## config.mk

```make
export PLATFORM = sky130hd
export DESIGN_NAME = sod_div
export DESIGN_NICKNAME = d
export VERILOG_FILES = /design/src/hw/rtl/sod_pkg.sv /design/src/hw/rtl/sod_div.sv
export SDC_FILE = /design/constraint.sdc
export NUM_CORES = 1
export LEC_CHECK = 0
export BUFFER_PORTS_ARGS = -buffer_cell sky130_fd_sc_hd__buf_2
export CAP_MARGIN = 15
export CORE_ASPECT_RATIO = 0.75
export CORE_MARGIN = 2
export CORE_UTILIZATION = 35
export DETAILED_ROUTE_END_ITERATION = 12
export SLEW_MARGIN = 10
export SYNTH_ARGS = -nofsm -noshare
export SYNTH_HDL_FRONTEND = slang
export SYNTH_SLANG_ARGS = --single-unit
```

## constraint.sdc

```tcl
create_clock -name clk_i -period 7.3 [get_ports clk_i]
set_input_delay 0.73 -clock clk_i [delete_from_list [all_inputs] [get_ports clk_i]]
set_output_delay 0.73 -clock clk_i [all_outputs]
set_load 0.1 [all_outputs]
```

## src/hw/rtl/sod_pkg.sv

```systemverilog
// Shared types, widths and helpers of the sphere overlap displacement block.
package sod_pkg;

  localparam int MaxParticles = 64;
  localparam int IdxW   = $clog2(MaxParticles);
  localparam int CntW   = $clog2(MaxParticles + 1);
  localparam int PosW   = 16;
  localparam int RadW   = 15;
  localparam int GainW  = 24;
  localparam int OutW   = 32;
  localparam int D2W    = 32;
  localparam int S2W    = 34;
  localparam int RootW  = 16;
  localparam int NumW   = 56;
  localparam int DenW   = 34;
  localparam int AccW   = 63;

  localparam logic signed [OutW-1:0] GapInit = 32'sd65536000;

  typedef enum logic {
    REG_INFLATE = 1'b0,
    REG_GAIN    = 1'b1
  } cfg_reg_e;

  typedef enum logic [4:0] {
    ST_IDLE, ST_RD_I, ST_LD_I, ST_RD_J, ST_LD_J, ST_D2, ST_S2, ST_TEST,
    ST_SQRT, ST_GAP, ST_DIVQ, ST_MULP, ST_MULN, ST_DIVP, ST_MULF, ST_DIVF,
    ST_MULC, ST_DIVC, ST_EMIT
  } sod_state_e;

  typedef struct packed {
    logic [PosW-1:0] x;
    logic [PosW-1:0] y;
    logic [PosW-1:0] z;
    logic [RadW-1:0] r;
  } entry_t;

  typedef struct packed {
    logic            go;
    logic [NumW-1:0] num;
    logic [DenW-1:0] den;
  } div_req_t;

  typedef struct packed {
    logic            done;
    logic [NumW-1:0] quo;
  } div_rsp_t;

  typedef struct packed {
    logic           go;
    logic [D2W-1:0] rad;
  } sqrt_req_t;

  typedef struct packed {
    logic             done;
    logic [RootW-1:0] root;
  } sqrt_rsp_t;

  function automatic logic signed [OutW-1:0] sat32(input logic signed [AccW-1:0] v);
    logic signed [AccW-1:0] hi;
    logic signed [AccW-1:0] lo;
    hi = AccW'(64'sd2147483647);
    lo = -AccW'(64'sd2147483648);
    if (v > hi) begin
      return {1'b0, {(OutW-1){1'b1}}};
    end else if (v < lo) begin
      return {1'b1, {(OutW-1){1'b0}}};
    end
    return v[OutW-1:0];
  endfunction

endpackage

```

## src/hw/rtl/sod_div.sv

```systemverilog
// Restoring divider that produces one quotient bit per cycle.
module sod_div import sod_pkg::*; (
  input  logic     clk_i,
  input  logic     rst_ni,
  input  div_req_t req_i,
  output div_rsp_t rsp_o
);

  localparam int CntBits = $clog2(NumW);

  logic [DenW-1:0]    rem_q;
  logic [NumW-1:0]    quo_q;
  logic [DenW-1:0]    den_q;
  logic [CntBits-1:0] cnt_q;
  logic               busy_q;
  logic               done_q;
  logic [DenW:0]      rem_sh;
  logic [DenW:0]      rem_sub;
  logic               qbit;

  always_comb begin
    rem_sh  = {rem_q, quo_q[NumW-1]};
    rem_sub = rem_sh - {1'b0, den_q};
    qbit    = (rem_sh >= {1'b0, den_q});
  end

  always_ff @(posedge clk_i or negedge rst_ni) begin
    if (!rst_ni) begin
      busy_q <= 1'b0;
      done_q <= 1'b0;
      cnt_q  <= '0;
    end else begin
      done_q <= 1'b0;
      if (!busy_q) begin
        if (req_i.go) begin
          busy_q <= 1'b1;
          cnt_q  <= '0;
        end
      end else begin
        cnt_q <= cnt_q + 1'b1;
        if (cnt_q == CntBits'(NumW - 1)) begin
          busy_q <= 1'b0;
          done_q <= 1'b1;
        end
      end
    end
  end

  always_ff @(posedge clk_i) begin
    if (!busy_q && req_i.go) begin
      quo_q <= req_i.num;
      den_q <= req_i.den;
      rem_q <= '0;
    end else if (busy_q) begin
      rem_q <= qbit ? rem_sub[DenW-1:0] : rem_sh[DenW-1:0];
      quo_q <= {quo_q[NumW-2:0], qbit};
    end
  end

  assign rsp_o.done = done_q;
  assign rsp_o.quo  = quo_q;

endmodule

```

==> results_dict.tcl, run 1 <==
set metrics [dict create \
    ant_nets 0 \
    clk_latency_ns 0.43 \
    via_per_inst 4.96 \
    final_cell_mix "nand2_1, buf_2, edfxtp_1, inv_1, o21ai_0" \
    wl_met2_microns 7520 \
    r2r-start "rem_q[15]" \
    die-height_microns 127 \
    drt_iter0_drc 385 \
    finalCritPeriodShare 0.470 \
    routed.top_layer "met4" \
    syn_nets 869 \
    grt_pass1_vias 5397 \
    core-area_sq_mm 0.0196 \
    io_pins 150 \
    cts_max_path_buffers 2 \
    htreeDepth 4 \
    yosysTopAreaCell "edfxtp_1" \
    num_antenna_cells 0 \
    post_cts_buffers 0 \
    start_util 0.361 \
    startpoint "rem_q[15]" \
    crit_type "reg2reg" \
    post_cts_resized 0 \
    postSynthAreaPerCell_sq_um 9.56 \
    gp_congestion 0.832 \
    nets 1011 \
    setup_viol 0 \
    tightest_slew_ns 1.07 \
    synth_cell_types 62 \
    finalHoldViolations 0 \
    synth-edff-count 90 \
    min_period_ns 3.43 \
    drt-pass1-iter-count 5 \
    via_count 5699 \
    slew_headroom 0.285 \
    syn_to_final_growth_pct 22.9 \
    drive_gt1_frac 0.229 \
    timing.fmax_ghz 0.292 \
    wl_met1_microns 8870 \
    netlist_area_sq_mm 0.00707 \
    drc 0 \
    synth_seq_cells 132 \
    worst_ep_required_time_ns 7.61 \
    dpl.hpwl_microns 12100 \
    finClkSkew_ns 0.0162 \
    slew_violations 0 \
    drv_cap 0 \
    hp-class "in2async" \
    cts.reportedPaths.clkPinSlew_ns 0.06 \
    ys.flop_type "edfxtp_1" \
    critical_path_arrival_ns 3.74 \
    met3_wirelength_microns 963 \
    syn_inst 740 \
    fp.dieW_microns 168 \
    rsz0062_at_grt "false" \
    async_flop_share 0.0606 \
    rows 44 \
    cp-end-kind "register" \
    cts_root_buf "clkbuf_16" \
    grt_max_degree 90 \
    startpoint_type "register" \
    final_common_cell "nand2_1" \
    register_area_sq_mm 0.00358 \
    die_area_sq_mm 0.0214 \
    synth_top_area_frac 0.382 \
    cts_tree "done" \
    grt_pass1_wl_microns 28000 \
    finalWirelength_microns 17500 \
    synth.yosys.seq_area_share 0.507 \
    status "finished clean" \
    fillers 1904 \
    antenna_found_initial 0 \
    clock-sinks 132 \
    multi_input_area_sq_mm 0.00317 \
    overflow 0 \
    synthTopCellsByArea "edfxtp_1, nand2_1, dfxtp_1" \
    tns_ns 0 \
    yosys_warnings 0 \
    path_max_fanout 30 \
    cts_made_buffers 17 \
    grt_use_total 0.166 \
    ctsHoldBuffers 0 \
    post_drt_wl_per_cell_microns 15.2 \
    portBuffers 149 \
]
## routing by layer
layer | vias up | track usage
li1 | 2879 | -
met1 | 2662 | 0.232
met2 | 147 | 0.253
met3 | 11 | 0.0468
met4 | 0 | 0.0461
met5 | - | 0
## path summary, 6_finish.rpt
kind	endpoint	slack, ns	depth (start not counted)
worst max register to register	rem_q[33]	3.87	11
worst max-delay path	rem_q[33]	3.87	11
min in group clk_i	den_q[8]	0.47	1
worst min register to register	cnt_q[5]	0.50	1
worst min-delay path	done_q	0.14	1
max in group asynchronous	cnt_q[5]	6.99	1
## area by class of cell
class                      count  area share
clock buffer                  17      0.0489
clock inverter                15      0.0278
inverter                      46      0.0200
multi-input combinational    531       0.364
sequential                   132       0.412
tap                          253      0.0364
timing repair buffer         154      0.0901
## critical path: stages (launching register included)
cell	delay (ns)
dfxtp_1	0.33
ha_1	0.39
a211oi_2	0.25
nor2_1	0.09
or3_1	0.39
a21oi_4	0.23
nor4_2	0.10
a21oi_4	0.59
buf_4	0.40
mux2_4	0.33
a22oi_1	0.13
o21ai_1	0.08
## cell usage after synthesis, types with 9 or more instances
cell type    n
nor2_1      26
a21o_1       9
xnor2_1     19
ha_1        35
nand2_1    212
a21oi_1     34
nand2b_1    10
edfxtp_1    90
a22o_1      18
dfxtp_1     34
a32oi_1     12
xor2_1      14
clkbuf_1    20
o21ai_0     37
inv_1       46
o21ai_1     17
nand3_1     10
## sequential cells by signal, indices dropped and copies added (netlist names)
| name | cells |
|---|---|
| busy_q | 1 |
| cnt_q | 6 |
| den_q | 34 |
| done_q | 1 |
| quo_q | 56 |
| rem_q | 34 |
## logic make-up (layout without fill, tap and decap cells)
family / after synthesis / count (layout) / synth area share
flops: 132 / 132 / 0.507
buf+inv: 77 / 232 / 0.0469
xor+xnor: 33 / 33 / 0.0409
fa+ha+maj: 36 / 36 / 0.0648
simple gates: 288 / 288 / 0.173
compound gates: 170 / 170 / 0.161
mux: 4 / 4 / 0.00672
## metrics by stage
step / setup slack [ns] / hold WS [ns] / instance area [sq um] / utilization / instances
2_1_floorplan: 4.03 / 0.434 / 7070 / - / 740
3_3_place_gp: 3.94 / 0.482 / 8020 / 0.409 / 1116
3_5_place_dp: 3.87 / 0.491 / 8020 / 0.409 / 1116
4_1_cts: 3.86 / 0.125 / 8690 / 0.443 / 1148
5_1_grt: 3.62 / 0.138 / 8690 / 0.443 / 1148
6_report: 3.87 / 0.142 / 8690 / 0.443 / 1148
Power of run 1 is left out: the tool's default activity adds up to more than one toggle a clock period on the data nets, which glitch-free logic cannot reach.
==> run 2: changes to the inputs <==
clock period = 3.5 ns   (was 7.3 ns; I/O delays follow)
==> results_dict.tcl, run 2 (same netlist as run 1, synthesis figures left out) <==
set metrics [dict create \
    max_flop_register "quo_q" \
    finalHoldViolations 0 \
    cts.reportedPaths.clkPinSlew_ns 0.06 \
    portBuffers 149 \
    drv_cap 0 \
    final_common_cell "nand2_1" \
    cts_tree "done" \
    crit_type "reg2reg" \
    grt_pass1_wl_microns 28800 \
    htreeDepth 4 \
    die-height_microns 127 \
    hp-class "in2reg" \
    setup_viol 0 \
    largest_reg_flops 56 \
    status "finished clean" \
    finClkSkew_ns 0.0114 \
    fp.dieW_microns 168 \
    startpoint_type "register" \
    min_period_ns 2.99 \
    overflow 0 \
    io_pins 150 \
    worst_ep_required_time_ns 3.81 \
    num_antenna_cells 0 \
    die_area_sq_mm 0.0214 \
    cts_max_path_buffers 2 \
    antenna_found_initial 0 \
    drc 0 \
    via_per_inst 4.98 \
    post_cts_buffers 0 \
    grt_pass1_vias 5499 \
    critical_path_arrival_ns 3.30 \
    rsz0062_at_grt "false" \
    ctsHoldBuffers 1 \
    grt_max_degree 60 \
    core-area_sq_mm 0.0196 \
    fillers 1947 \
    cts_made_buffers 17 \
    drive_gt1_frac 0.232 \
    tns_ns 0 \
    clk_latency_ns 0.42 \
    gp_congestion 0.887 \
    syn_to_final_growth_pct 22.9 \
    top_regs "quo_q x56, den_q x34, rem_q x34" \
    grt_use_total 0.170 \
    clock-sinks 132 \
    post_drt_wl_per_cell_microns 15.6 \
    ant_nets 0 \
    finalWirelength_microns 17900 \
    cp-end-kind "register" \
    start_util 0.361 \
    rows 44 \
    slew_violations 0 \
    tightest_slew_ns 0.627 \
    dpl.hpwl_microns 12700 \
    finalCritPeriodShare 0.853 \
    nets 1016 \
    final_cell_mix "nand2_1, buf_2, edfxtp_1, inv_1, o21ai_0" \
    cts_root_buf "clkbuf_16" \
    drt-pass1-iter-count 5 \
    timing.fmax_ghz 0.335 \
    drt_iter0_drc 401 \
    via_count 5742 \
    post_cts_resized 0 \
    slew_headroom 0.582 \
    path_max_fanout 37 \
]
run 2: final cells by class:
class | instances | area [sq um] | share of cell area
Sequential cell | 132 | 3580 | 0.412
Clock inverter | 15 | 170 | 0.0196
Tap cell | 253 | 317 | 0.0364
Clock buffer | 17 | 425 | 0.0489
Multi-Input combinational cell | 531 | 3160 | 0.364
Timing Repair Buffer | 159 | 861 | 0.0990
Inverter | 46 | 174 | 0.0200
run 2: worst max-delay path, stage by stage, from the launching register on:
cell and delay, ns:
dfxtp_1 0.33, ha_1 0.39, a211oi_2 0.25, nor2_1 0.10, or3_1 0.40, a21oi_4 0.23, nor4_2 0.09, a21oi_4 0.32
buf_12 0.23, mux2_1 0.34, a22o_1 0.17
run 2: per-layer routing:
layer	wire [microns]	GRT usage	share of wire
met4	228	0.0441	0.013
met3	1090	0.0446	0.061
met1	9270	0.254	0.52
met2	7360	0.245	0.41
met5	0	0	0
run 2: through the flow:
stage                     hold slack, ns  cells  worst slack, ns  area [sq um]  utilization
after floorplan                   0.0544    740            0.232          7070            -
after global placement             0.206   1120            0.603          8090        0.413
after detailed placement           0.204   1120            0.553          8090        0.413
after CTS                         0.0813   1153            0.522          8690        0.444
after global routing              0.0880   1153            0.353          8690        0.444
final                              0.102   1153            0.514          8690        0.444
run 2: worst paths after layout:
kind | from | to | slack [ns] | cells after the start
hold reg to reg | cnt_q[5] | cnt_q[5] | 0.49 | 1
max in group asynchronous | rst_ni | cnt_q[1] | 3.00 | 2
min in group asynchronous | rst_ni | cnt_q[0] | 0.33 | 2
setup reg to reg | rem_q[15] | rem_q[14] | 0.51 | 10
hold / removal | req_i[7] | den_q[7] | 0.10 | 1
setup / recovery | rem_q[15] | rem_q[14] | 0.51 | 10
Power of run 2 is left out for the same reason.
