$ cat config.mk
export PLATFORM = sky130hd
export DESIGN_NAME = sod_isqrt
export DESIGN_NICKNAME = d
export VERILOG_FILES = /design/src/hw/rtl/sod_pkg.sv /design/src/hw/rtl/sod_isqrt.sv
export SDC_FILE = /design/constraint.sdc
export NUM_CORES = 1
export LEC_CHECK = 0
export BUFFER_PORTS_ARGS = -buffer_cell sky130_fd_sc_hd__buf_2
export CORE_MARGIN = 2
export CORE_UTILIZATION = 25
export DETAILED_ROUTE_END_ITERATION = 6
export GPL_TIMING_DRIVEN = 0
export PLACE_DENSITY = 0.43
export SYNTH_ARGS = -nofsm -noshare
export SYNTH_HDL_FRONTEND = slang
export SYNTH_SLANG_ARGS = --single-unit
export TNS_END_PERCENT = 30
$ cat constraint.sdc
create_clock -name clk_i -period 6.57 [get_ports clk_i]
set_clock_uncertainty 0.2 [all_clocks]
set_input_delay 0.9855 -clock clk_i [delete_from_list [all_inputs] [get_ports clk_i]]
set_output_delay 0.9855 -clock clk_i [all_outputs]
set_load 0.005 [all_outputs]
$ cat src/hw/rtl/sod_pkg.sv
// Shared types, widths and helpers of the sphere overlap displacement block.
package sod_pkg;

  localparam int MaxParticles = 64;
  localparam int IdxW   = $clog2(MaxParticles);
  localparam int CntW   = $clog2(MaxParticles + 1);
  localparam int PosW   = 16;
  localparam int RadW   = 15;
  localparam int GainW  = 24;
  localparam int OutW   = 32;
  localparam int D2W    = 32;
  localparam int S2W    = 34;
  localparam int RootW  = 16;
  localparam int NumW   = 56;
  localparam int DenW   = 34;
  localparam int AccW   = 63;

  localparam logic signed [OutW-1:0] GapInit = 32'sd65536000;

  typedef enum logic {
    REG_INFLATE = 1'b0,
    REG_GAIN    = 1'b1
  } cfg_reg_e;

  typedef enum logic [4:0] {
    ST_IDLE, ST_RD_I, ST_LD_I, ST_RD_J, ST_LD_J, ST_D2, ST_S2, ST_TEST,
    ST_SQRT, ST_GAP, ST_DIVQ, ST_MULP, ST_MULN, ST_DIVP, ST_MULF, ST_DIVF,
    ST_MULC, ST_DIVC, ST_EMIT
  } sod_state_e;

  typedef struct packed {
    logic [PosW-1:0] x;
    logic [PosW-1:0] y;
    logic [PosW-1:0] z;
    logic [RadW-1:0] r;
  } entry_t;

  typedef struct packed {
    logic            go;
    logic [NumW-1:0] num;
    logic [DenW-1:0] den;
  } div_req_t;

  typedef struct packed {
    logic            done;
    logic [NumW-1:0] quo;
  } div_rsp_t;

  typedef struct packed {
    logic           go;
    logic [D2W-1:0] rad;
  } sqrt_req_t;

  typedef struct packed {
    logic             done;
    logic [RootW-1:0] root;
  } sqrt_rsp_t;

  function automatic logic signed [OutW-1:0] sat32(input logic signed [AccW-1:0] v);
    logic signed [AccW-1:0] hi;
    logic signed [AccW-1:0] lo;
    hi = AccW'(64'sd2147483647);
    lo = -AccW'(64'sd2147483648);
    if (v > hi) begin
      return {1'b0, {(OutW-1){1'b1}}};
    end else if (v < lo) begin
      return {1'b1, {(OutW-1){1'b0}}};
    end
    return v[OutW-1:0];
  endfunction

endpackage

$ cat src/hw/rtl/sod_isqrt.sv
// Integer square root that retires two radicand bits per cycle.
module sod_isqrt import sod_pkg::*; (
  input  logic      clk_i,
  input  logic      rst_ni,
  input  sqrt_req_t req_i,
  output sqrt_rsp_t rsp_o
);

  localparam int Steps   = D2W / 2;
  localparam int CntBits = $clog2(Steps);

  logic [D2W-1:0]     v_q;
  logic [D2W-1:0]     res_q;
  logic [D2W-1:0]     bit_q;
  logic [CntBits-1:0] cnt_q;
  logic               busy_q;
  logic               done_q;
  logic [D2W:0]       trial;
  logic               take;

  always_comb begin
    trial = {1'b0, res_q} + {1'b0, bit_q};
    take  = ({1'b0, v_q} >= trial);
  end

  always_ff @(posedge clk_i or negedge rst_ni) begin
    if (!rst_ni) begin
      busy_q <= 1'b0;
      done_q <= 1'b0;
      cnt_q  <= '0;
    end else begin
      done_q <= 1'b0;
      if (!busy_q) begin
        if (req_i.go) begin
          busy_q <= 1'b1;
          cnt_q  <= '0;
        end
      end else begin
        cnt_q <= cnt_q + 1'b1;
        if (cnt_q == CntBits'(Steps - 1)) begin
          busy_q <= 1'b0;
          done_q <= 1'b1;
        end
      end
    end
  end

  always_ff @(posedge clk_i) begin
    if (!busy_q && req_i.go) begin
      v_q   <= req_i.rad;
      res_q <= '0;
      bit_q <= D2W'(1) << (D2W - 2);
    end else if (busy_q) begin
      if (take) begin
        v_q   <= v_q - trial[D2W-1:0];
        res_q <= (res_q >> 1) + bit_q;
      end else begin
        res_q <= res_q >> 1;
      end
      bit_q <= bit_q >> 2;
    end
  end

  assign rsp_o.done = done_q;
  assign rsp_o.root = res_q[RootW-1:0];

endmodule
==> results list, run 1 <==
- Most frequent standard cell in the layout excluding fill and tap cells: sky130_fd_sc_hd__nand2_1
- The startpoint identified for the worst register-to-register timing path is res_q[4]$_SDFFE_PP0P_.
* Finished Layout Cells: 1,391
* Number of placed cells counting well taps: 1,374
- Number of distinct standard cells referenced by the synthesized netlist: 76
* I/O pin count: 52
- The number of clock buffers added by TritonCTS is 9.
* Number of antenna violations at the first check in global routing: 0
* Endpoint kind of the worst setup timing path: flop
- Yosys reg bits: 86
* Synth Area per Inst: 8.11 sq um
- Avg Vias per Cell: 5.11
- Hold Slack: 0.239 ns
* Total number of vias: 7,113
- After clock tree synthesis, the clock-pin slew on the worst setup and hold paths is 0.08 ns.
- For this run, the number of Yosys warnings is 0.
- When the netlist entered floorplanning its net count stood at 1,036.
- Starting density of the core: 25.5%
- The via count of the first global-routing pass is 6,840.
- Chip Height: 178 um
* Least-Margin Pin Slew: 0.844 ns
- Maximum number of buffers from clock root to sink: 2
* TritonCTS clock tree: yes
- Port Buffers: 51
* Cell area after technology mapping: 0.00756 sq mm
* Commonest cells after routing, fill and taps aside: sky130_fd_sc_hd__nand2_1 (100), sky130_fd_sc_hd__nor2_1 (74), sky130_fd_sc_hd__o21ai_0 (71), sky130_fd_sc_hd__ha_1 (67), sky130_fd_sc_hd__a21oi_1 (60)
* CP startpoint kind: flop
* Detailed-route wire length per cell: 18.1 um
- On the critical path, the stage with the largest delay is an instance of sky130_fd_sc_hd__dfxtp_1.
* Final count of negative-setup-slack endpoints: 0
- Proportion of register bits with asynchronous set or reset after synthesis: 6.98%
* Final hold viol count: 0
- Crit-path leading delay family: compound AO/OA/AOI/OAI gates
- CTS placed an instance of sky130_fd_sc_hd__clkbuf_16 at the clock tree root.
- Hold Path Class: in -> async
* Clock insertion delay at the later pin of the skew report: 0.36 ns
- Post-layout nets: 1,098
* Residual overflow from global routing: 0
* Number of buffer and inverter instances along the worst setup path: 1
* Total detailed-routing wirelength: 25,200 um
* First-pass GRT wire length: 39,500 um
- The final critical path takes up 92.0% of the cycle.
* Number of synthesized flops with an enable pin: 32
* Pre-antenna DRT Iters: 5
- Required time worst endpoint: 6.40 ns
- Crit path largest cell delay: 0.55 ns
- Arr. time, crit path: 5.88 ns
- Area growth from synthesis to final layout: 14.2%
- Global-route total usage across every layer: 16.3%
- The die is 178 um wide.
* Relative slew slack: 43.7%
* Beginning of the critical path: res_q[4]$_SDFFE_PP0P_
* Outcome: finished, final reports clean
* Area inside the core boundary: 0.0297 sq mm
* Min Clock Period, post-route: 6.05 ns
- Final Max Tran Viols: 0
- Last weighted congestion value of the routability-driven placer: 0.893
* Die area: 0.0317 sq mm
* # Max-Cap Violations: 0
* Pin count of the biggest net entering global routing: 33
- Row Count: 63
* Detail Route Antenna Nets: 0
* Clock net sink count: 86
- Number of remaining DRC errors: 0
- Main flop type after synthesis: sky130_fd_sc_hd__dfxtp_1
- The signal on the critical path passes through ha_1, a21o_1, a31oi_1, o311ai_1, a21oi_1, a21oi_1, a21bo_2, a31oi_1, xor2_1, ha_1, and3_1, a211oi_1, a221oi_1, o21ai_0, or2_1, buf_6, a21oi_4, nand2_2, nand2_8.
- Setup repair after global routing missed its margin: no
* Number of buffers inserted for hold repair after clock tree synthesis: 0
- HPWL after DPL: 19,200 um
- Number of DRC markers in iteration 0: 395
* Syn Inst Count: 933
- H-Tree Depth: 3
* CP Max Fanout: 32
* Classification of the worst setup path: reg -> reg
* Highest attainable clock frequency: 165 MHz
* Proportion of layout cells with a drive suffix above 1: 11.7%
- Sequential fraction of the synthesis area: 27.4%
==> cell type report <==
class	instances	area, sq um
diodes	1	2.50
well taps	390	488
fillers	3205	21100
multi-input cells	765	5110
repair buffers	51	255
flip-flops and latches	86	2070
clock buffers	9	225
clock inverters	7	81.3
plain buffers	60	315
inverters	22	82.6
==> synthesized netlist by cell type, types with 24 or more instances <==
cell type | n | share of area (%)
sky130_fd_sc_hd__nand2_1 | 102 | 5.1
sky130_fd_sc_hd__nor2_1 | 74 | 3.7
sky130_fd_sc_hd__o21ai_0 | 71 | 4.7
sky130_fd_sc_hd__ha_1 | 67 | 11
sky130_fd_sc_hd__a21oi_1 | 60 | 4.0
sky130_fd_sc_hd__dfxtp_1 | 48 | 13
sky130_fd_sc_hd__xor2_1 | 45 | 5.2
sky130_fd_sc_hd__nand3_1 | 40 | 2.6
sky130_fd_sc_hd__clkbuf_1 | 34 | 1.7
sky130_fd_sc_hd__edfxtp_1 | 32 | 13
sky130_fd_sc_hd__nand2b_1 | 29 | 2.4
sky130_fd_sc_hd__xnor2_1 | 27 | 3.1
sky130_fd_sc_hd__a31oi_1 | 24 | 2.0
==> flip-flops by register name (all words and copies together) (netlist names) <==
register  flops
res_q        32
done_q        1
busy_q        1
cnt_q         4
bit_q        16
v_q          32
==> per-layer routing <==
layer  part of all wire [%]  global-route usage (%)  vias up
met5                      0                       0        -
met1                     49                    22.9     3412
met3                    2.7                    1.31       24
li1                       -                       -     3564
met2                     47                    26.7      113
met4                    1.6                    4.61        0
==> timing repair <==
item | CTS | global route
buffers inserted | 0 | 0
endpoints found under the setup margin | 32 | 32
gates resized for setup | 2 | 2
hold endpoints to repair | 0 | 0
==> through the flow <==
step	util (%)	setup TNS, ns	setup slack (ns)	instance area [sq um]
floorplan	-	0	1.35	7560
global placement	28.0	-28.20	-0.883	8310
detailed placement	28.0	-9.03	-0.284	8310
CTS	29.0	0	0.0555	8630
global route	29.1	0	0.134	8630
finish	29.1	0	0.524	8640
==> kinds of logic after synthesis <==
kind of cell             Yosys count  share of synthesized area, %
multiplexers                       5                         0.695
XOR/XNOR                          72                          8.34
adder cells (fa/ha/maj)           68                          11.3
buffers and inverters             82                          5.26
AND/OR/NAND/NOR                  332                          21.8
AO/OA/AOI/OAI                    288                          25.2
flip-flops                        86                          27.4
==> final timing paths <==
kind / end / slack [ns] / depth (start not counted)
min in group clk_i: res_q[0]$_SDFFE_PP0P_ / 0.31 / 2
max in group asynchronous: cnt_q[2]$_DFFE_PN0P_ / 5.79 / 1
worst max-delay path: v_q[28]$_DFFE_PP_ / 0.52 / 19
worst min register to register: res_q[0]$_SDFFE_PP0P_ / 0.31 / 2
worst max register to register: v_q[28]$_DFFE_PP_ / 0.52 / 19
worst min-delay path: done_q$_DFF_PN0_ / 0.24 / 1
Power of run 1 is not shown: default switching activity piles up to over one toggle a cycle in this logic, so the estimate is an artifact.
==> run 2, diff against run 1 <==
--- a/config.mk
+++ b/config.mk
@@ -10,7 +10,7 @@
 export CORE_UTILIZATION = 25
 export DETAILED_ROUTE_END_ITERATION = 6
 export GPL_TIMING_DRIVEN = 0
-export PLACE_DENSITY = 0.43
+export PLACE_DENSITY = 0.44
 export SYNTH_ARGS = -nofsm -noshare
 export SYNTH_HDL_FRONTEND = slang
 export SYNTH_SLANG_ARGS = --single-unit
==> constraint.sdc (replaced) <==
create_clock -name clk_i -period 4.88 [get_ports clk_i]
set_clock_uncertainty 0.2 [all_clocks]
set_input_delay 0.732 -clock clk_i [delete_from_list [all_inputs] [get_ports clk_i]]
set_output_delay 0.732 -clock clk_i [all_outputs]
set_load 0.005 [all_outputs]
==> run 2 against run 1 <==
Design area increased by 8.8%. Fmax increased by 28%. Cell count increased by 2.7%. Non-clock buffer count grew 35. Register-to-register slack lost 0.37 ns. Global-route usage grew 0.41 points. Flip-flop and latch count stayed put. Wire length increased by 3.7%. Critical path type unchanged.
==> results list, run 2 (synthesized netlist as in run 1, its figures left out) <==
- Pre-antenna DRT Iters: 5 (unchanged)
- Outcome: finished, final reports clean
- Highest attainable clock frequency: 212 MHz (+28%)
- Global-route total usage across every layer: 16.7% (+0.41 points)
- The post-layout utilization of the core came to 31.6% (+2.6 points).
* Detail Route Antenna Nets: 0 (unchanged)
- Finished Layout Cells: 1,428 (+2.7%)
* Chip Height: 178 um (unchanged)
* Hold Path Class: reg -> reg
- The number of primary I/O pins is 52 (unchanged).
* Die area: 0.0317 sq mm (unchanged)
* Starting density of the core: 25.5% (unchanged)
- The critical path required time is 4.73 ns (-1.67 ns).
- The largest registers in the layout are res_q (32), v_q (32), bit_q (16).
- Summed negative setup slack over all endpoints: 0 ns (unchanged)
- The starting DRC count in detailed routing is 475 (+20%).
- # Max-Cap Violations: 0 (unchanged)
- The filler cell count in the final layout is 3,188 (-0.53%).
* Last weighted congestion value of the routability-driven placer: 0.885 (-0.92%)
* Relative slew slack: 5.24% (-38 points)
* Total number of vias: 7,376 (+3.7%)
- Number of placed cells counting well taps: 1,374 (unchanged)
- The final critical delay including setup and external delays is 4.73 ns (-1.32 ns).
- Proportion of layout cells with a drive suffix above 1: 20.4% (+8.7 points)
- The final number of max-transition violations was 0 (unchanged).
* Footprint of the multi-input gates: 0.00555 sq mm (+8.5%)
- TritonCTS clock tree: yes
- Residual overflow from global routing: 0 (unchanged)
- The ratio of routed vias to standard cells is 5.17 (+1.0%).
- The total number of nets in the final design was 1,136 (+3.5%).
- Global-route layer with the greatest usage: met2
- The number of buffers on the longest clock path came to 2 (unchanged).
* Pin count of the biggest net entering global routing: 18 (-45%)
* Most frequent standard cell in the layout excluding fill and tap cells: sky130_fd_sc_hd__nand2_1
* CTS Root Buffer Type: sky130_fd_sc_hd__clkbuf_16
- The die span in x is 178 um (unchanged).
- Final count of negative-setup-slack endpoints: 0 (unchanged)
* Total clock buffers created by CTS: 9 (unchanged)
- Clock-pin slew of the registers on the worst-case setup and hold paths: 0.07 ns (about the same)
- The number of core rows is 63 (unchanged).
* HPWL after DPL: 19,200 um (-0.29%)
- The library cells used most frequently in the layout, excluding fill and tap cells, are sky130_fd_sc_hd__nand2_1 (99), sky130_fd_sc_hd__nor2_1 (72), sky130_fd_sc_hd__o21ai_0 (65), sky130_fd_sc_hd__a21oi_1 (57), sky130_fd_sc_hd__ha_1 (57).
- Arr. time, crit path: 4.58 ns (-1.30 ns)
- GR Util met1: 23.3% (+0.36 points)
* Total detailed-routing wirelength: 26,100 um (+3.7%)
- H-Tree Depth: 3 (unchanged)
* Area inside the core boundary: 0.0297 sq mm (unchanged)
* Number of antenna violations at the first check in global routing: 1 (+1)
- The worst setup path is launched from a flop.
- Clock net sink count: 86 (unchanged)
* Detailed-route wire length per cell: 18.3 um (+1.0%)
- The global routing usage on met3 came to 1.48% (+0.17 points).
* Vias in the first global route: 7,064 (+3.3%)
* Clock insertion delay at the later pin of the skew report: 0.36 ns (about the same)
- The final-report hold violation count was 0 (unchanged).
* Least-Margin Pin Slew: 1.42 ns (+0.577 ns)
- Port Buffers: 51 (unchanged)
- The remaining design rule violation count was 0 (unchanged).
* Sequential Area: 0.00211 sq mm (+1.7%)
* Met2 track utilization from global routing: 27.7% (+0.94 points)
* Classification of the worst setup path: reg -> reg
- Period utilization: 96.8% (+4.8 points)
- Area growth from synthesis to final layout: 24.2%
- CP Max Fanout: 8 (-75%)
- Endpoint kind of the worst setup timing path: flop
- The global-route wire length before repair came to 40,500 um (+2.5%).
- Ant diodes: 0 (-1)
[run 2: cell types whose count changed in the layout (fill, tap and decap cells not counted), moves of 9 or more]
cell / delta
sky130_fd_sc_hd__dfxtp_2: +10
sky130_fd_sc_hd__ha_4: +9
sky130_fd_sc_hd__buf_4: +33
sky130_fd_sc_hd__ha_1: -10
sky130_fd_sc_hd__dfxtp_1: -16
[run 2: per-stage QoR]
stage / worst slack (ns) / instance area [sq um] / hold slack (ns)
floorplan: 0.113 / 7570 / 0.236
global placement: -1.69 / 8320 / 0.311
detailed placement: -1.77 / 8320 / 0.307
CTS: -0.0242 / 8910 / 0.328
global route: -0.0271 / 9400 / 0.345
finish: 0.154 / 9400 / 0.309
[run 2: routing by layer]
layer / vias up / part of all wire (%)
met5: - / 0
met1: 3564 / 49
li1: 3644 / -
met2: 141 / 47
met3: 27 / 3.1
met4: 0 / 1.5
[run 2: worst paths after layout]
path / depth (start not counted) / slack [ns] / end / from
worst max register to register: 19 / 0.15 / v_q[9]$_DFFE_PP_ / bit_q[10]$_SDFFE_PP0P_
worst min register to register: 2 / 0.31 / bit_q[0]$_SDFFE_PP0P_ / bit_q[0]$_SDFFE_PP0P_
worst min-delay path: 2 / 0.31 / bit_q[0]$_SDFFE_PP0P_ / bit_q[0]$_SDFFE_PP0P_
max in group asynchronous: 2 / 3.81 / cnt_q[2]$_DFFE_PN0P_ / rst_ni
worst max-delay path: 19 / 0.15 / v_q[9]$_DFFE_PP_ / bit_q[10]$_SDFFE_PP0P_
min in group asynchronous: 2 / 0.53 / done_q$_DFF_PN0_ / rst_ni
[run 2: layout make-up]
cell class                 instances  share of cell area [%]
buffer                            59                    3.46
clock buffer                       9                    2.40
clock inverter                     7                   0.932
inverter                          22                   0.879
multi-input combinational        768                    59.0
sequential                        86                    22.4
tap                              390                    5.19
timing repair buffer              87                    5.70
[run 2: critical path, cell delays in order, from the launching register on]
cell and delay (ns):
sky130_fd_sc_hd__dfxtp_4 0.37, sky130_fd_sc_hd__ha_4 0.29, sky130_fd_sc_hd__nand4_4 0.13, sky130_fd_sc_hd__nor4b_4 0.37, sky130_fd_sc_hd__nor3_4 0.09, sky130_fd_sc_hd__o31ai_4 0.31
sky130_fd_sc_hd__a21oi_2 0.11, sky130_fd_sc_hd__o31ai_1 0.25, sky130_fd_sc_hd__nand2_1 0.13, sky130_fd_sc_hd__xor2_2 0.19, sky130_fd_sc_hd__ha_4 0.29, sky130_fd_sc_hd__and3_4 0.17
sky130_fd_sc_hd__a211oi_1 0.05, sky130_fd_sc_hd__a221oi_2 0.26, sky130_fd_sc_hd__o21ai_2 0.14, sky130_fd_sc_hd__or2_1 0.24, sky130_fd_sc_hd__buf_6 0.13, sky130_fd_sc_hd__a21oi_4 0.24
sky130_fd_sc_hd__nand2_8 0.18, sky130_fd_sc_hd__nand2_8 0.23
[run 2: timing repair]
action                     in CTS  in global routing
hold endpoints to repair        6                  0
gates cloned                    3                  0
hold buffers                    1                  0
setup endpoints to repair      79                 73
setup buffers                  10                 25
pin swaps                       9                 27
gates resized for setup        35                 67
Power of run 2 is left out for the same reason.
==> run 3, diff against run 2 <==
--- a/config.mk
+++ b/config.mk
@@ -10,7 +10,7 @@
 export CORE_UTILIZATION = 25
 export DETAILED_ROUTE_END_ITERATION = 6
 export GPL_TIMING_DRIVEN = 0
-export PLACE_DENSITY = 0.44
+export PLACE_DENSITY_LB_ADDON = 0.3
 export SYNTH_ARGS = -nofsm -noshare
 export SYNTH_HDL_FRONTEND = slang
 export SYNTH_SLANG_ARGS = --single-unit
==> run 3 against run 2 <==
Clock-buffer cell count rose by 1. Critical path depth did not move. Global-route usage fell by 0.93 points. Flip-flop and latch count did not move. Wire length fell by 5.5%. Fmax rose by 0.71%. Register-to-register slack improved by 0.03 ns. Via count fell by 0.94%. Utilization fell by 0.51 points. Non-clock buffer count fell by 12. First-iteration DRC count rose by 6.7%. Highest routed layer unchanged.
==> results list, run 3 (synthesized netlist as in run 1, its figures left out) <==
* Outcome: finished, final reports clean
* Period utilization: 96.2% (-0.68 points)
* Number of remaining DRC errors: 0 (unchanged)
- Min Clock Period, post-route: 4.69 ns (-0.0333 ns)
* Area growth from synthesis to final layout: 22.2%
* Total number of vias: 7,307 (-0.94%)
* Commonest cells after routing, fill and taps aside: sky130_fd_sc_hd__nand2_1 (100), sky130_fd_sc_hd__nor2_1 (72), sky130_fd_sc_hd__o21ai_0 (66), sky130_fd_sc_hd__ha_1 (58)
- The count of antenna diodes in the layout was 0 (unchanged).
* Hold Path Class: reg -> reg
* I/O pin count: 52 (unchanged)
- Last weighted congestion value of the routability-driven placer: 0.904 (+2.2%)
* CTS Root Buffer Type: sky130_fd_sc_hd__clkbuf_16
- The library cell used most frequently in the layout, excluding fill and tap cells, is sky130_fd_sc_hd__nand2_1.
- Final count of negative-setup-slack endpoints: 0 (unchanged)
* Total detailed-routing wirelength: 24,700 um (-5.5%)
- The largest fanout on the critical path is 9 (+1).
- The vertical die dimension came to 178 um (unchanged).
* Avg Vias per Cell: 5.16 (about the same)
* H-Tree Depth: 3 (unchanged)
- The worst-case headroom to the max-slew limit came to 45.8% (+41 points).
- Port Buffers: 51 (unchanged)
* Total of fill cells in the finished design: 3,122 (-2.1%)
- The post-DP HPWL came to 18,400 um (-3.9%).
* Hold Slack: 0.321 ns (+0.0113 ns)
- Pin count of the biggest net entering global routing: 16 (-2)
- Residual overflow from global routing: 0 (unchanged)
- The antenna violation net count after detailed routing came to 0 (unchanged).
- Clock-pin slew of the registers on the worst-case setup and hold paths: 0.07 ns (about the same)
* Number of antenna violations at the first check in global routing: 0 (-1)
- Die area: 0.0317 sq mm (unchanged)
- The average routed wire per standard cell is 17.4 um (-4.7%).
- The critical path required time came to 4.73 ns (about the same).
- The number of buffers on the longest clock path was 2 (unchanged).
* Starting density of the core: 25.5% (unchanged)
- Clock net sink count: 86 (unchanged)
* Clock insertion delay at the later pin of the skew report: 0.36 ns (about the same)
* Classification of the worst setup path: reg -> reg
* Setup repair after global routing missed its margin: yes
- Area inside the core boundary: 0.0297 sq mm (unchanged)
* CP startpoint kind: flop
- The post-layout utilization of the core is 31.1% (-0.51 points).
- Global-route total usage across every layer: 15.8% (-0.93 points)
- Post-layout nets: 1,124 (-1.1%)
* First-pass GRT wire length: 38,500 um (-4.9%)
- The final number of max-transition violations is 0 (unchanged).
- The final-report hold violation count came to 0 (unchanged).
- Arr. time, crit path: 4.55 ns (-0.03 ns)
- TritonCTS clock tree: yes
- The number of buffers added by the clock tree synthesis step came to 9 (unchanged).
- The die span in x was 178 um (unchanged).
- The starting DRC count in detailed routing came to 507 (+6.7%).
* Least-Margin Pin Slew: 0.814 ns (-0.608 ns)
- Vias in the first global route: 6,938 (-1.8%)
* Pre-antenna DRT Iters: 5 (unchanged)
- Highest attainable clock frequency: 213 MHz (+0.71%)
- STA classifies the critical path endpoint as a flop.
- Proportion of layout cells with a drive suffix above 1: 18.8% (-1.6 points)
- The largest registers in the layout are res_q (32), v_q (32), bit_q (16).
- # Max-Cap Violations: 0 (unchanged)
- Row Count: 63 (unchanged)
-- run 3: cell count changes in the layout (fill, tap and decap cells not counted), moves of 3 or more --
cell / change
sky130_fd_sc_hd__dfxtp_2: -3
sky130_fd_sc_hd__dfxtp_1: +3
sky130_fd_sc_hd__buf_4: -14
sky130_fd_sc_hd__clkbuf_4: -3
-- run 3: timing repair --
item,4_1_cts,5_1_grt
cloned,3,0
hold buffers,1,0
pin swaps,5,24
resized for setup,29,59
endpoints found under the setup margin,75,73
setup buffers,10,12
hold endpoints to repair,6,0
-- run 3: routing by layer --
| layer | track usage [%] | wire, um | vias to the layer above | part of all wire (%) |
|---|---|---|---|---|
| met5 | 0 | 0 | - | 0 |
| met4 | 4.68 | 451 | 0 | 1.8 |
| met2 | 25.5 | 11300 | 184 | 46 |
| li1 | - | - | 3625 | - |
| met3 | 1.52 | 916 | 28 | 3.7 |
| met1 | 22.3 | 12000 | 3470 | 49 |
-- run 3: critical path: stages (launching register included) --
cell and delay [ns]:
sky130_fd_sc_hd__dfxtp_4 0.37, sky130_fd_sc_hd__ha_4 0.26, sky130_fd_sc_hd__and3_4 0.19, sky130_fd_sc_hd__nor4_4 0.28, sky130_fd_sc_hd__o311ai_4 0.17, sky130_fd_sc_hd__a21oi_2 0.24
sky130_fd_sc_hd__a21oi_2 0.11, sky130_fd_sc_hd__a21bo_2 0.25, sky130_fd_sc_hd__a31oi_1 0.19, sky130_fd_sc_hd__xor2_1 0.09, sky130_fd_sc_hd__ha_1 0.37, sky130_fd_sc_hd__and3_4 0.20
sky130_fd_sc_hd__a211oi_1 0.06, sky130_fd_sc_hd__a221oi_2 0.25, sky130_fd_sc_hd__o21ai_2 0.13, sky130_fd_sc_hd__or2_1 0.25, sky130_fd_sc_hd__buf_6 0.15, sky130_fd_sc_hd__a21oi_4 0.21
sky130_fd_sc_hd__nand2_8 0.16, sky130_fd_sc_hd__nand2_8 0.22
-- run 3: area by class of cell --
| type | instances | area [sq um] | share of cell area (%) |
|---|---|---|---|
| inverters | 22 | 82.6 | 0.893 |
| repair buffers | 74 | 442 | 4.78 |
| multi-input cells | 768 | 5500 | 59.5 |
| flip-flops and latches | 86 | 2100 | 22.8 |
| well taps | 390 | 488 | 5.28 |
| clock buffers | 10 | 239 | 2.58 |
| clock inverters | 6 | 65.1 | 0.704 |
| plain buffers | 60 | 322 | 3.48 |
-- run 3: worst paths after layout --
| path | startpoint | endpoint | slack (ns) | cells past startpoint |
|---|---|---|---|---|
| worst max register to register | res_q[2]$_SDFFE_PP0P_ | v_q[28]$_DFFE_PP_ | 0.19 | 19 |
| worst max-delay path | res_q[2]$_SDFFE_PP0P_ | v_q[28]$_DFFE_PP_ | 0.19 | 19 |
| worst min register to register | bit_q[2]$_SDFFE_PP0P_ | bit_q[0]$_SDFFE_PP0P_ | 0.32 | 2 |
| max in group asynchronous | rst_ni | cnt_q[1]$_DFFE_PN0P_ | 3.81 | 2 |
| min in group asynchronous | rst_ni | done_q$_DFF_PN0_ | 0.53 | 2 |
| worst min-delay path | bit_q[2]$_SDFFE_PP0P_ | bit_q[0]$_SDFFE_PP0P_ | 0.32 | 2 |
-- run 3: metrics by stage --
stage                     setup TNS [ns]  cells  setup slack (ns)  cell area (sq um)
after global placement            -82.31   1374             -1.66               8320
after detailed placement          -79.91   1374             -1.61               8320
after floorplan                        0    933             0.113               7570
final                                  0   1416             0.187               9250
after CTS                       -0.00130   1404         -0.000926               8890
after global routing             -0.0529   1416          -0.00630               9250
Power of run 3 is left out for the same reason.
